<file path="src/rtl/tcw_pkg.sv">
// shared types and constants of the text console writer
package tcw_pkg;

    // op codes of an input word
    localparam logic [1:0] OP_PUT   = 2'd0;
    localparam logic [1:0] OP_CLEAR = 2'd1;
    localparam logic [1:0] OP_READ  = 2'd2;

    // character codes and register reset
    localparam logic [7:0] NEWLINE_CODE = 8'd10;
    localparam logic [7:0] SPACE_CODE   = 8'd32;
    localparam logic [4:0] SCROLL_RESET = 5'd3;

    // widest cell address over the whole parameter range (128 x 256 cells)
    localparam int ADDR_MAX_W = 15;

    // command queue between front and back
    localparam int QUEUE_DEPTH = 2;
    localparam int QPTR_W      = $clog2(QUEUE_DEPTH);
    localparam int QCNT_W      = $clog2(QUEUE_DEPTH + 1);

    // input word
    typedef struct packed {
        logic [1:0] op;
        logic [7:0] char_code;
        logic [4:0] read_row;
        logic [6:0] read_col;
    } t_in;

    // result word
    typedef struct packed {
        logic [7:0] cell_value;
        logic [6:0] cursor_col;
        logic [4:0] cursor_row;
        logic       scrolled;
    } t_rsp;

    // classified command
    typedef enum logic [2:0] {
        K_PUT,
        K_NEWLINE,
        K_CLEAR,
        K_READ,
        K_NOP
    } t_kind;

    typedef struct packed {
        t_kind                 kind;
        logic [7:0]            ch;
        logic [ADDR_MAX_W-1:0] addr;
    } t_cmd;

endpackage

</file>
<file path="src/rtl/tcw_chan_if.sv">
// valid/ready channel carrying one word of a given type
interface tcw_chan_if #(parameter type T = logic);
    logic valid;
    logic ready;
    T     data;

    modport source (output valid, output data, input ready);
    modport sink (input valid, input data, output ready);
endinterface

</file>
<file path="src/rtl/tcw_cmd_fifo.sv">
// short command queue between front and back
module tcw_cmd_fifo import tcw_pkg::*; (
    input  logic        i_clk,
    input  logic        i_rst_n,
    tcw_chan_if.sink    i_push,
    tcw_chan_if.source  o_pop
);

    t_cmd              r_q [QUEUE_DEPTH];
    logic [QPTR_W-1:0] r_wp;
    logic [QPTR_W-1:0] r_rp;
    logic [QCNT_W-1:0] r_cnt;
    logic              push;
    logic              pop;

    assign i_push.ready = (r_cnt != QCNT_W'(QUEUE_DEPTH));
    assign o_pop.valid  = (r_cnt != '0);
    assign o_pop.data   = r_q[r_rp];
    assign push         = i_push.valid && i_push.ready;
    assign pop          = o_pop.valid && o_pop.ready;

    // pointers and fill count
    always_ff @(posedge i_clk) begin
        if (!i_rst_n) begin
            r_wp  <= '0;
            r_rp  <= '0;
            r_cnt <= '0;
        end else begin
            if (push) begin
                r_wp <= (r_wp == QPTR_W'(QUEUE_DEPTH - 1)) ? '0 : r_wp + QPTR_W'(1);
            end
            if (pop) begin
                r_rp <= (r_rp == QPTR_W'(QUEUE_DEPTH - 1)) ? '0 : r_rp + QPTR_W'(1);
            end
            if (push && !pop) begin
                r_cnt <= r_cnt + QCNT_W'(1);
            end else if (pop && !push) begin
                r_cnt <= r_cnt - QCNT_W'(1);
            end
        end
    end

    // storage
    always_ff @(posedge i_clk) begin
        if (push) begin
            r_q[r_wp] <= i_push.data;
        end
    end

endmodule

</file>
<file path="src/flat_wrapper.sv">
// flat-port wrapper written by rule: the top's interface ports become plain ports
module tcw_cmd_fifo_flat import tcw_pkg::*;
  (i_clk, i_rst_n, i_push_valid, i_push_data, i_push_ready, o_pop_valid, o_pop_data, o_pop_ready);
  tcw_chan_if i_push_i ();
  tcw_chan_if o_pop_i ();
  input  logic i_clk;
  input  logic i_rst_n;
  input wire logic [$bits(i_push_i.valid)-1:0] i_push_valid;
  input wire logic [$bits(i_push_i.data)-1:0] i_push_data;
  output wire logic [$bits(i_push_i.ready)-1:0] i_push_ready;
  output wire logic [$bits(o_pop_i.valid)-1:0] o_pop_valid;
  output wire logic [$bits(o_pop_i.data)-1:0] o_pop_data;
  input wire logic [$bits(o_pop_i.ready)-1:0] o_pop_ready;
  assign i_push_i.valid = i_push_valid;
  assign i_push_i.data = i_push_data;
  assign i_push_ready = i_push_i.ready;
  assign o_pop_valid = o_pop_i.valid;
  assign o_pop_data = o_pop_i.data;
  assign o_pop_i.ready = o_pop_ready;
  tcw_cmd_fifo u_core (.i_clk(i_clk), .i_rst_n(i_rst_n), .i_push(i_push_i), .o_pop(o_pop_i));
endmodule
</file>
<file path="config.mk">
export PLATFORM = sky130hd
export DESIGN_NAME = tcw_cmd_fifo_flat
export DESIGN_NICKNAME = d
export VERILOG_FILES = /design/src/rtl/tcw_pkg.sv /design/src/rtl/tcw_chan_if.sv /design/src/rtl/tcw_cmd_fifo.sv /design/src/flat_wrapper.sv
export SDC_FILE = /design/constraint.sdc
export NUM_CORES = 1
export LEC_CHECK = 0
export BUFFER_PORTS_ARGS = -buffer_cell sky130_fd_sc_hd__buf_2
export CAP_MARGIN = 10
export CORE_AREA = 8 8 45 47
export CTS_CLUSTER_SIZE = 14
export DETAILED_ROUTE_END_ITERATION = 8
export DIE_AREA = 0 0 53 55
export GPL_ROUTABILITY_DRIVEN = 0
export GPL_TIMING_DRIVEN = 0
export SLEW_MARGIN = 15
export SYNTH_ARGS = -nofsm -noshare
export SYNTH_HDL_FRONTEND = slang
export SYNTH_SLANG_ARGS = --single-unit
</file>
<file path="constraint.sdc">
create_clock -name i_clk -period 2.15 [get_ports i_clk]
set_clock_uncertainty 0.15 [all_clocks]
set_input_delay 0.43 -clock i_clk [delete_from_list [all_inputs] [get_ports i_clk]]
set_output_delay 0.43 -clock i_clk [all_outputs]
set_load 0.05 [all_outputs]
</file>
==> flow_metrics.env, run 1 <==
export IMPL_outcome="finished, final reports clean"
export IMPL_syn_mean_instance_area_um2=10.9
export IMPL_cp_arrival_ns=1.72
export IMPL_final_cell_mix="buf_2, dfxtp_1, xor2_1, nor2_1, clkbuf_4"
export IMPL_post_place_cells=51
export IMPL_drt_pass1_iter_count=1
export IMPL_rr_worst_depth=5
export IMPL_vdd_drop_max_mv=0.409
export IMPL_required_ns=2.18
export IMPL_min_from="i_push_data"
export IMPL_pin_count=8
export IMPL_power_net_switching_uw=235
export IMPL_pwr_share_clk=0.202
export IMPL_grt_max_degree=6
export IMPL_grt_pass1_vias=233
export IMPL_dieArea_um2=2920
export IMPL_r2r_slack_ns=0.46
export IMPL_final_cells=55
export IMPL_clk_pin_slew_ns=0.05
export IMPL_critPathLaunchType="flip-flop"
export IMPL_relSlewSlack=0.800
export IMPL_hold_buffers=0
export IMPL_internal_power_uw=342
export IMPL_pwr_share_comb=0.442
export IMPL_clkSinkCount=7
export IMPL_tritoncts="built"
export IMPL_dp_slack_ns=0.427
export IMPL_num_vias=222
export IMPL_cts_htree_levels=1
export IMPL_slew_viol_final=0
export IMPL_tightest_slew_ns=0.296
export IMPL_hold_slack_ns=0.222
export IMPL_ys_warn_count=0
export IMPL_areaGrowthSynthToFinish_pct=26.6
export IMPL_crit_type="reg2reg"
export IMPL_die_w_um=53
export IMPL_cap_violations=0
export IMPL_core_area_um2=1380
export IMPL_initial_core_util=0.221
export IMPL_yosys_top_cells_area="dfxtp_1, edfxtp_1, xor2_1"
export IMPL_antennaDiodeCount=0
export IMPL_post_route_drc_count=0
export IMPL_drive_gt1_frac=0.359
export IMPL_yosysSeqAreaShare=0.525
export IMPL_wire_per_inst_um=8.91
export IMPL_finalCritPeriodShare=0.786
export IMPL_grt_use_met2=0.0645
export IMPL_worstSkewPairLatency_ns=0.25
export IMPL_met1_usage=0.0337
export IMPL_synth_cell_types=16
export IMPL_vias_per_cell=4.04
export IMPL_use_met3=0.0615
export IMPL_setup_viol=0
export IMPL_num_rows=14
export IMPL_syn_instance_count=28
export IMPL_hold_class="in2reg"
export IMPL_cp_max_fo=5
export IMPL_final_common_cell="buf_2"
export IMPL_reg2reg_from="u_core.r_cnt[0]$_SDFFE_PN0P_"
export IMPL_total_power_uw=578
export IMPL_p_leak_uw=0.000176
export IMPL_worst_slack_ns=0.460
export IMPL_wirelength_um=490
export IMPL_cts_buffer_depth=2
export IMPL_grt_total_usage=0.0461
export IMPL_rsz0062_at_grt="false"
export IMPL_hold_viol_final=0
export IMPL_drtIter0Drc=0
export IMPL_portBuffers=7
export IMPL_die_y_um=55
export IMPL_r2r_end="u_core.r_cnt[1]$_SDFFE_PN0P_"
export IMPL_synth_seq_cells=7
export IMPL_min_path_cells=1
export IMPL_finalSetupTns_ns=0
export IMPL_swShare=0.407
export IMPL_cp_end_kind="flip-flop"
export IMPL_ant_nets=0
export IMPL_gr_max_usage_layer="met2"
export IMPL_power_density_nw_per_um2=1490
export IMPL_syn_area_um2=305
export IMPL_p_seq_frac=0.356
export IMPL_cts_post_setup_buffers_inserted=0
export IMPL_nNetsFinal=46
export IMPL_grt_pass1_wl_um=876
export IMPL_cts_resized=0
export IMPL_synth_top_cell_area_share=0.328
export IMPL_antenna_found_initial=0
export IMPL_syn_num_nets=34
export IMPL_period_minus_slack_ns=1.69
export IMPL_grt_overflow_total=0
export IMPL_hold_path_end="u_core.r_q[0]$_DFFE_PP_"
export IMPL_yosys_area_top_type="dfxtp_1"
export IMPL_cts_inserted_buffers=3
export IMPL_root_buffer="clkbuf_4"
export IMPL_fmax_ghz=0.592
per-stage QoR:
step / area (um2) / utilization
finish: 387 / 0.279
global route: 387 / 0.279
CTS: 387 / 0.279
detailed placement: 360 / 0.260
global placement: 360 / 0.260
floorplan: 305 / -
cell usage after synthesis:
cell type	number
dfxtp_1	5
a21bo_2	1
edfxtp_1	2
and3_1	1
or3_1	1
nand3b_1	1
inv_1	2
nor2_1	3
a21oi_1	2
o21ai_0	2
ha_1	1
and2_1	1
mux2_2	1
nand2b_4	1
xor2_1	3
or2_2	1
final cells by class:
| cell class | instances | area (um2) |
|---|---|---|
| Fill cell | 155 | 997 |
| Sequential cell | 7 | 160 |
| Multi-Input combinational cell | 19 | 138 |
| Timing Repair Buffer | 7 | 35.0 |
| Clock buffer | 4 | 26.3 |
| Tap cell | 16 | 20.0 |
| Inverter | 2 | 7.51 |
worst max-delay path by stage:
stage / startpoint / cells after the start / to / slack [ns]
4_1_cts: u_core.r_cnt[0]$_SDFFE_PN0P_ / 5 / u_core.r_cnt[1]$_SDFFE_PN0P_ / 0.44
3_5_place_dp: o_pop_ready / 5 / u_core.r_cnt[1]$_SDFFE_PN0P_ / 0.43
6_report: u_core.r_cnt[0]$_SDFFE_PN0P_ / 5 / u_core.r_cnt[1]$_SDFFE_PN0P_ / 0.46
3_3_place_gp: o_pop_ready / 5 / u_core.r_cnt[1]$_SDFFE_PN0P_ / 0.43
5_1_grt: u_core.r_cnt[1]$_SDFFE_PN0P_ / 4 / u_core.r_cnt[1]$_SDFFE_PN0P_ / 0.34
2_1_floorplan: u_core.r_cnt[0]$_SDFFE_PN0P_ / 5 / u_core.r_cnt[1]$_SDFFE_PN0P_ / 0.40
logic make-up (layout without fill, tap and decap cells):
| kind of cell | count (synthesis) | after routing | synth area share |
|---|---|---|---|
| simple gates | 9 | 9 | 0.189 |
| flops | 7 | 7 | 0.525 |
| compound gates | 5 | 5 | 0.0984 |
| xor+xnor | 3 | 3 | 0.0861 |
| buf+inv | 2 | 13 | 0.0246 |
| fa+ha+maj | 1 | 1 | 0.0410 |
| mux | 1 | 1 | 0.0369 |
critical path: stages (launching register included):
cell,delay [ns]
dfxtp_1,0.35
nand2b_4,0.17
and2_1,0.16
ha_1,0.30
or3_1,0.37
a21oi_1,0.13
layer usage:
metal	part of all wire	vias to the layer above
met3	0.15	0
li1	-	116
met5	0	-
met1	0.38	98
met4	0	0
met2	0.47	8
power groups by stage:
stage | registers (uW) | logic, uW | clock network (uW)
floorplan | 202 | 217 | 0
global placement | 208 | 256 | 0
detailed placement | 209 | 259 | 0
CTS | 206 | 260 | 124
global route | 213 | 281 | 135
finish | 205 | 255 | 117
No activity file was read; power rests on OpenSTA's default activity.
==> run 2, diff against run 1 <==
clock period = 1.6 ns   (was 2.15 ns; I/O delays follow)
==> run 2 against run 1 <==
Compared with the run above:
- core utilization up 2.2 points
- setup slack worse by 0.45 ns
- wire length up 16%
- total power up 48%
- non-clock buffer count unchanged
- sequential cell count unchanged
- cell count unchanged
- combinational power up 58%
==> flow_metrics.env, run 2 (synthesis results as in run 1) <==
export IMPL_outcome="finished, final reports clean"
export IMPL_dieArea_um2=2920
export IMPL_finalSetupTns_ns=0
export IMPL_cp_max_fo=5
export IMPL_areaGrowthSynthToFinish_pct=36.5
export IMPL_num_rows=14
export IMPL_grt_pass1_vias=225
export IMPL_swShare=0.407
export IMPL_slew_viol_final=0
export IMPL_critPathLaunchType="flip-flop"
export IMPL_dp_hpwl_um=428
export IMPL_worst_slack_ns=0.00516
export IMPL_nNetsFinal=46
export IMPL_power_net_switching_uw=347
export IMPL_grt_pass1_wl_um=972
export IMPL_post_route_drc_count=0
export IMPL_cts_inserted_buffers=3
export IMPL_pwr_share_clk=0.189
export IMPL_hold_slack_ns=0.122
export IMPL_internal_power_uw=506
export IMPL_cts_htree_levels=1
export IMPL_grt_total_usage=0.0504
export IMPL_critPathBufInv=0
export IMPL_finalCritPeriodShare=0.997
export IMPL_fmax_ghz=0.627
export IMPL_drtIter0Drc=1
export IMPL_final_area_um2=417
export IMPL_vias_per_cell=4.05
export IMPL_required_ns=1.63
export IMPL_wire_per_inst_um=10.3
export IMPL_wirelength_um=566
export IMPL_drive_gt1_frac=0.513
export IMPL_die_w_um=53
export IMPL_dp_slack_ns=-0.0355
export IMPL_rsz0062_at_grt="true"
export IMPL_cap_violations=0
export IMPL_path_delay_family="simple AND/OR/NAND/NOR gates"
export IMPL_worstSkewPairLatency_ns=0.25
export IMPL_placed_area_um2=377
export IMPL_critPathLaunch="u_core.r_cnt[0]$_SDFFE_PN0P_"
export IMPL_die_y_um=55
export IMPL_antenna_found_initial=0
export IMPL_grt_max_degree=6
export IMPL_pwr_share_comb=0.474
export IMPL_cts_buffer_depth=2
export IMPL_portBuffers=7
export IMPL_crit_type="reg2reg"
export IMPL_cts_post_setup_buffers_inserted=0
export IMPL_cpPeakStageDelay_ns=0.35
export IMPL_setup_viol=0
export IMPL_ant_nets=0
export IMPL_p_leak_uw=0.000182
export IMPL_period_minus_slack_ns=1.59
export IMPL_vdd_drop_max_mv=0.536
export IMPL_final_cell_mix="buf_2, xor2_1, nor2_1, dfxtp_1, clkbuf_4"
export IMPL_core_area_um2=1380
export IMPL_critical_path_slowest_cell="dfxtp_2"
export IMPL_clk_pin_slew_ns=0.06
export IMPL_final_fill_count=154
export IMPL_num_vias=223
export IMPL_regArea_um2=163
export IMPL_tightest_slew_ns=0.228
export IMPL_cp_end_kind="flip-flop"
export IMPL_initial_core_util=0.221
export IMPL_root_buffer="clkbuf_4"
export IMPL_cp_cell_sequence="nand2b_4 -> and2_4 -> ha_4 -> xor2_1 -> or3_1 -> a21oi_2"
export IMPL_pin_count=8
export IMPL_hold_class="in2reg"
export IMPL_hold_viol_final=0
export IMPL_antennaDiodeCount=0
export IMPL_min_from="i_push_data"
export IMPL_multi_input_area_um2=160
export IMPL_p_seq_frac=0.337
export IMPL_power_density_nw_per_um2=2050
export IMPL_cp_arrival_ns=1.63
export IMPL_final_common_cell="buf_2"
export IMPL_tritoncts="built"
export IMPL_reg2reg_from="u_core.r_cnt[0]$_SDFFE_PN0P_"
export IMPL_relSlewSlack=0.846
export IMPL_drt_pass1_iter_count=2
export IMPL_grt_overflow_total=0
export IMPL_clkSinkCount=7
[run 2: power by group through the flow]
stage / logic, uW / clock network (uW) / registers (uW)
2_1_floorplan: 316 / 0 / 276
3_3_place_gp: 370 / 0 / 284
3_5_place_dp: 375 / 0 / 285
4_1_cts: 380 / 168 / 288
5_1_grt: 440 / 179 / 296
6_report: 404 / 161 / 288
[run 2: through the flow]
step,utilization,cells,total power [uW]
2_1_floorplan,-,28,591
3_3_place_gp,0.272,51,654
3_5_place_dp,0.272,51,660
4_1_cts,0.295,55,837
5_1_grt,0.301,55,915
6_report,0.301,55,853
[run 2: worst paths after layout]
path,end,slack (ns),depth (start not counted)
hold reg to reg,u_core.r_rp$_SDFFE_PN0P_,0.36,2
hold / removal,u_core.r_q[0]$_DFFE_PP_,0.12,1
setup reg to reg,u_core.r_cnt[1]$_SDFFE_PN0P_,0.005,6
setup / recovery,u_core.r_cnt[1]$_SDFFE_PN0P_,0.005,6
[run 2: per-layer routing]
| layer | routed length, um | vias to the layer above | track usage |
|---|---|---|---|
| li1 | - | 116 | - |
| met1 | 238 | 103 | 0.0443 |
| met2 | 281 | 4 | 0.0684 |
| met3 | 46 | 0 | 0.0428 |
| met4 | 0 | 0 | 0.0517 |
| met5 | 0 | - | 0 |
[run 2: final cells by class]
| type | count | area share |
|---|---|---|
| timing repair buffer | 7 | 0.0961 |
| tap | 16 | 0.0480 |
| multi-input combinational | 19 | 0.384 |
| inverter | 2 | 0.0180 |
| sequential | 7 | 0.390 |
| clock buffer | 4 | 0.0631 |
[run 2: what timing repair did]
action                                  CTS  global route
gates resized for setup                   2             5
hold buffers                              0             0
endpoints found under the hold margin     0             0
cloned                                    0             0
endpoints found under the setup margin    1             3
==> run 3, diff against run 2 <==
CAP_MARGIN = unset   (was 10)
PLACE_DENSITY_LB_ADDON = 0.1   (was unset)
clock period = 2.02 ns   (was 1.6 ns; I/O delays follow)
==> run 3 against run 2 <==
Compared with the run above:
- clock power down 24%
- first-iteration DRC count rose by 100%
- global-route usage shrank 0.38 points
- count of clock-buffer cells in the layout did not move
- wire length shrank 6.4%
- largest power group unchanged
- die area unchanged
==> flow_metrics.env, run 3 (synthesis results as in run 1) <==
export IMPL_fmax_ghz=0.582
export IMPL_setup_viol=0
export IMPL_rsz0062_at_grt="false"
export IMPL_slew_viol_final=0
export IMPL_relSlewSlack=0.807
export IMPL_grt_pass1_wl_um=910
export IMPL_worstSkewPairLatency_ns=0.24
export IMPL_die_w_um=53
export IMPL_regArea_um2=160
export IMPL_areaGrowthSynthToFinish_pct=26.6
export IMPL_portBuffers=7
export IMPL_period_minus_slack_ns=1.72
export IMPL_finalCritPeriodShare=0.851
export IMPL_final_area_um2=387
export IMPL_tritoncts="built"
export IMPL_hold_class="in2reg"
export IMPL_post_place_cells=51
export IMPL_cts_buffer_depth=2
export IMPL_final_cell_mix="buf_2, dfxtp_1, xor2_1, nor2_1, clkbuf_4"
export IMPL_min_from="i_push_data"
export IMPL_multi_input_area_um2=138
export IMPL_cp_end_kind="flip-flop"
export IMPL_critPathLaunchType="flip-flop"
export IMPL_clk_pin_slew_ns=0.05
export IMPL_cp_cell_sequence="nand2b_4 -> and2_1 -> ha_1 -> or3_1 -> a21oi_1"
export IMPL_drt_pass1_iter_count=2
export IMPL_post_route_drc_count=0
export IMPL_vias_per_cell=4.18
export IMPL_final_cells=55
export IMPL_cp_max_fo=5
export IMPL_critical_path_slowest_cell="or3_1"
export IMPL_ant_nets=0
export IMPL_grt_max_degree=6
export IMPL_drive_gt1_frac=0.359
export IMPL_hold_buffers=0
export IMPL_cts_resized=0
export IMPL_drtIter0Drc=2
export IMPL_die_y_um=55
export IMPL_cp_arrival_ns=1.75
export IMPL_grt_pass1_vias=243
export IMPL_wirelength_um=530
export IMPL_outcome="finished, final reports clean"
export IMPL_final_fill_count=157
export IMPL_p_leak_uw=0.000176
export IMPL_finalSetupTns_ns=0
export IMPL_r2r_slack_ns=0.30
export IMPL_power_density_nw_per_um2=1600
export IMPL_num_rows=14
export IMPL_cts_post_setup_buffers_inserted=0
export IMPL_hold_path_end="u_core.r_q[0]$_DFFE_PP_"
export IMPL_wire_per_inst_um=9.64
export IMPL_grt_total_usage=0.0466
export IMPL_dp_hpwl_um=419
export IMPL_nNetsFinal=46
export IMPL_clkSinkCount=7
export IMPL_antenna_found_initial=0
export IMPL_pin_count=8
export IMPL_reg2reg_from="u_core.r_cnt[0]$_SDFFE_PN0P_"
export IMPL_final_common_cell="buf_2"
export IMPL_vdd_drop_max_mv=0.504
export IMPL_crit_type="reg2reg"
export IMPL_min_path_cells=1
export IMPL_cap_violations=0
export IMPL_required_ns=2.05
export IMPL_placed_area_um2=360
export IMPL_num_vias=230
export IMPL_core_area_um2=1380
export IMPL_cpPeakStageDelay_ns=0.38
export IMPL_dieArea_um2=2920
export IMPL_cts_htree_levels=1
export IMPL_initial_core_util=0.221
export IMPL_root_buffer="clkbuf_4"
export IMPL_cts_inserted_buffers=3
export IMPL_grt_overflow_total=0
export IMPL_tightest_slew_ns=0.287
export IMPL_antennaDiodeCount=0
export IMPL_rr_worst_depth=5
export IMPL_hold_viol_final=0
export IMPL_r2r_end="u_core.r_cnt[1]$_SDFFE_PN0P_"
## run 3: cell counts in the layout (fill, tap and decap cells not counted)
Identical to the previous run, type by type.
## run 3: layout make-up
type,count,area share
flip-flops and latches,7,0.414
multi-input cells,19,0.356
well taps,16,0.0518
clock buffers,4,0.0680
repair buffers,7,0.0906
inverters,2,0.0194
## run 3: per-stage QoR
step / total power (uW) / util / worst slack [ns] / hold slack, ns
final: 617 / 0.279 / 0.301 / 0.196
after global routing: 667 / 0.279 / 0.232 / 0.190
after CTS: 633 / 0.279 / 0.290 / 0.183
after detailed placement: 501 / 0.260 / 0.308 / 0.358
after global placement: 493 / 0.260 / 0.344 / 0.341
after floorplan: 447 / - / 0.272 / 0.322
## run 3: worst max path at each step
| stage | start | to | slack [ns] | cells after the start |
|---|---|---|---|---|
| 6_report | u_core.r_cnt[0]$_SDFFE_PN0P_ | u_core.r_cnt[1]$_SDFFE_PN0P_ | 0.30 | 5 |
| 5_1_grt | u_core.r_cnt[0]$_SDFFE_PN0P_ | u_core.r_cnt[1]$_SDFFE_PN0P_ | 0.23 | 5 |
| 4_1_cts | u_core.r_cnt[0]$_SDFFE_PN0P_ | u_core.r_cnt[1]$_SDFFE_PN0P_ | 0.29 | 5 |
| 3_5_place_dp | u_core.r_cnt[0]$_SDFFE_PN0P_ | u_core.r_cnt[1]$_SDFFE_PN0P_ | 0.31 | 5 |
| 3_3_place_gp | o_pop_ready | u_core.r_cnt[1]$_SDFFE_PN0P_ | 0.34 | 5 |
| 2_1_floorplan | u_core.r_cnt[0]$_SDFFE_PN0P_ | u_core.r_cnt[1]$_SDFFE_PN0P_ | 0.27 | 5 |
## run 3: report_power, final
group / internal, uW / switching, uW / total [uW]
Sequential: 187 / 31.4 / 218
Clock: 75.1 / 47.3 / 122
Combinational: 103 / 174 / 277
Total: 365 / 253 / 617
## run 3: worst max-delay path, delay by kind of cell, from the launching register on
family	cells	cell delay [ns]
compound gates	1	0.13
fa+ha+maj	1	0.30
flops	1	0.35
simple gates	3	0.72
## run 3: per-layer routing
metal	share of wire	GRT usage	up-vias	wire, um
li1	-	-	117	-
met1	0.39	0.0368	106	208
met2	0.51	0.0723	7	272
met3	0.094	0.0481	0	50
met4	0	0.0259	0	0
met5	0	0	-	0
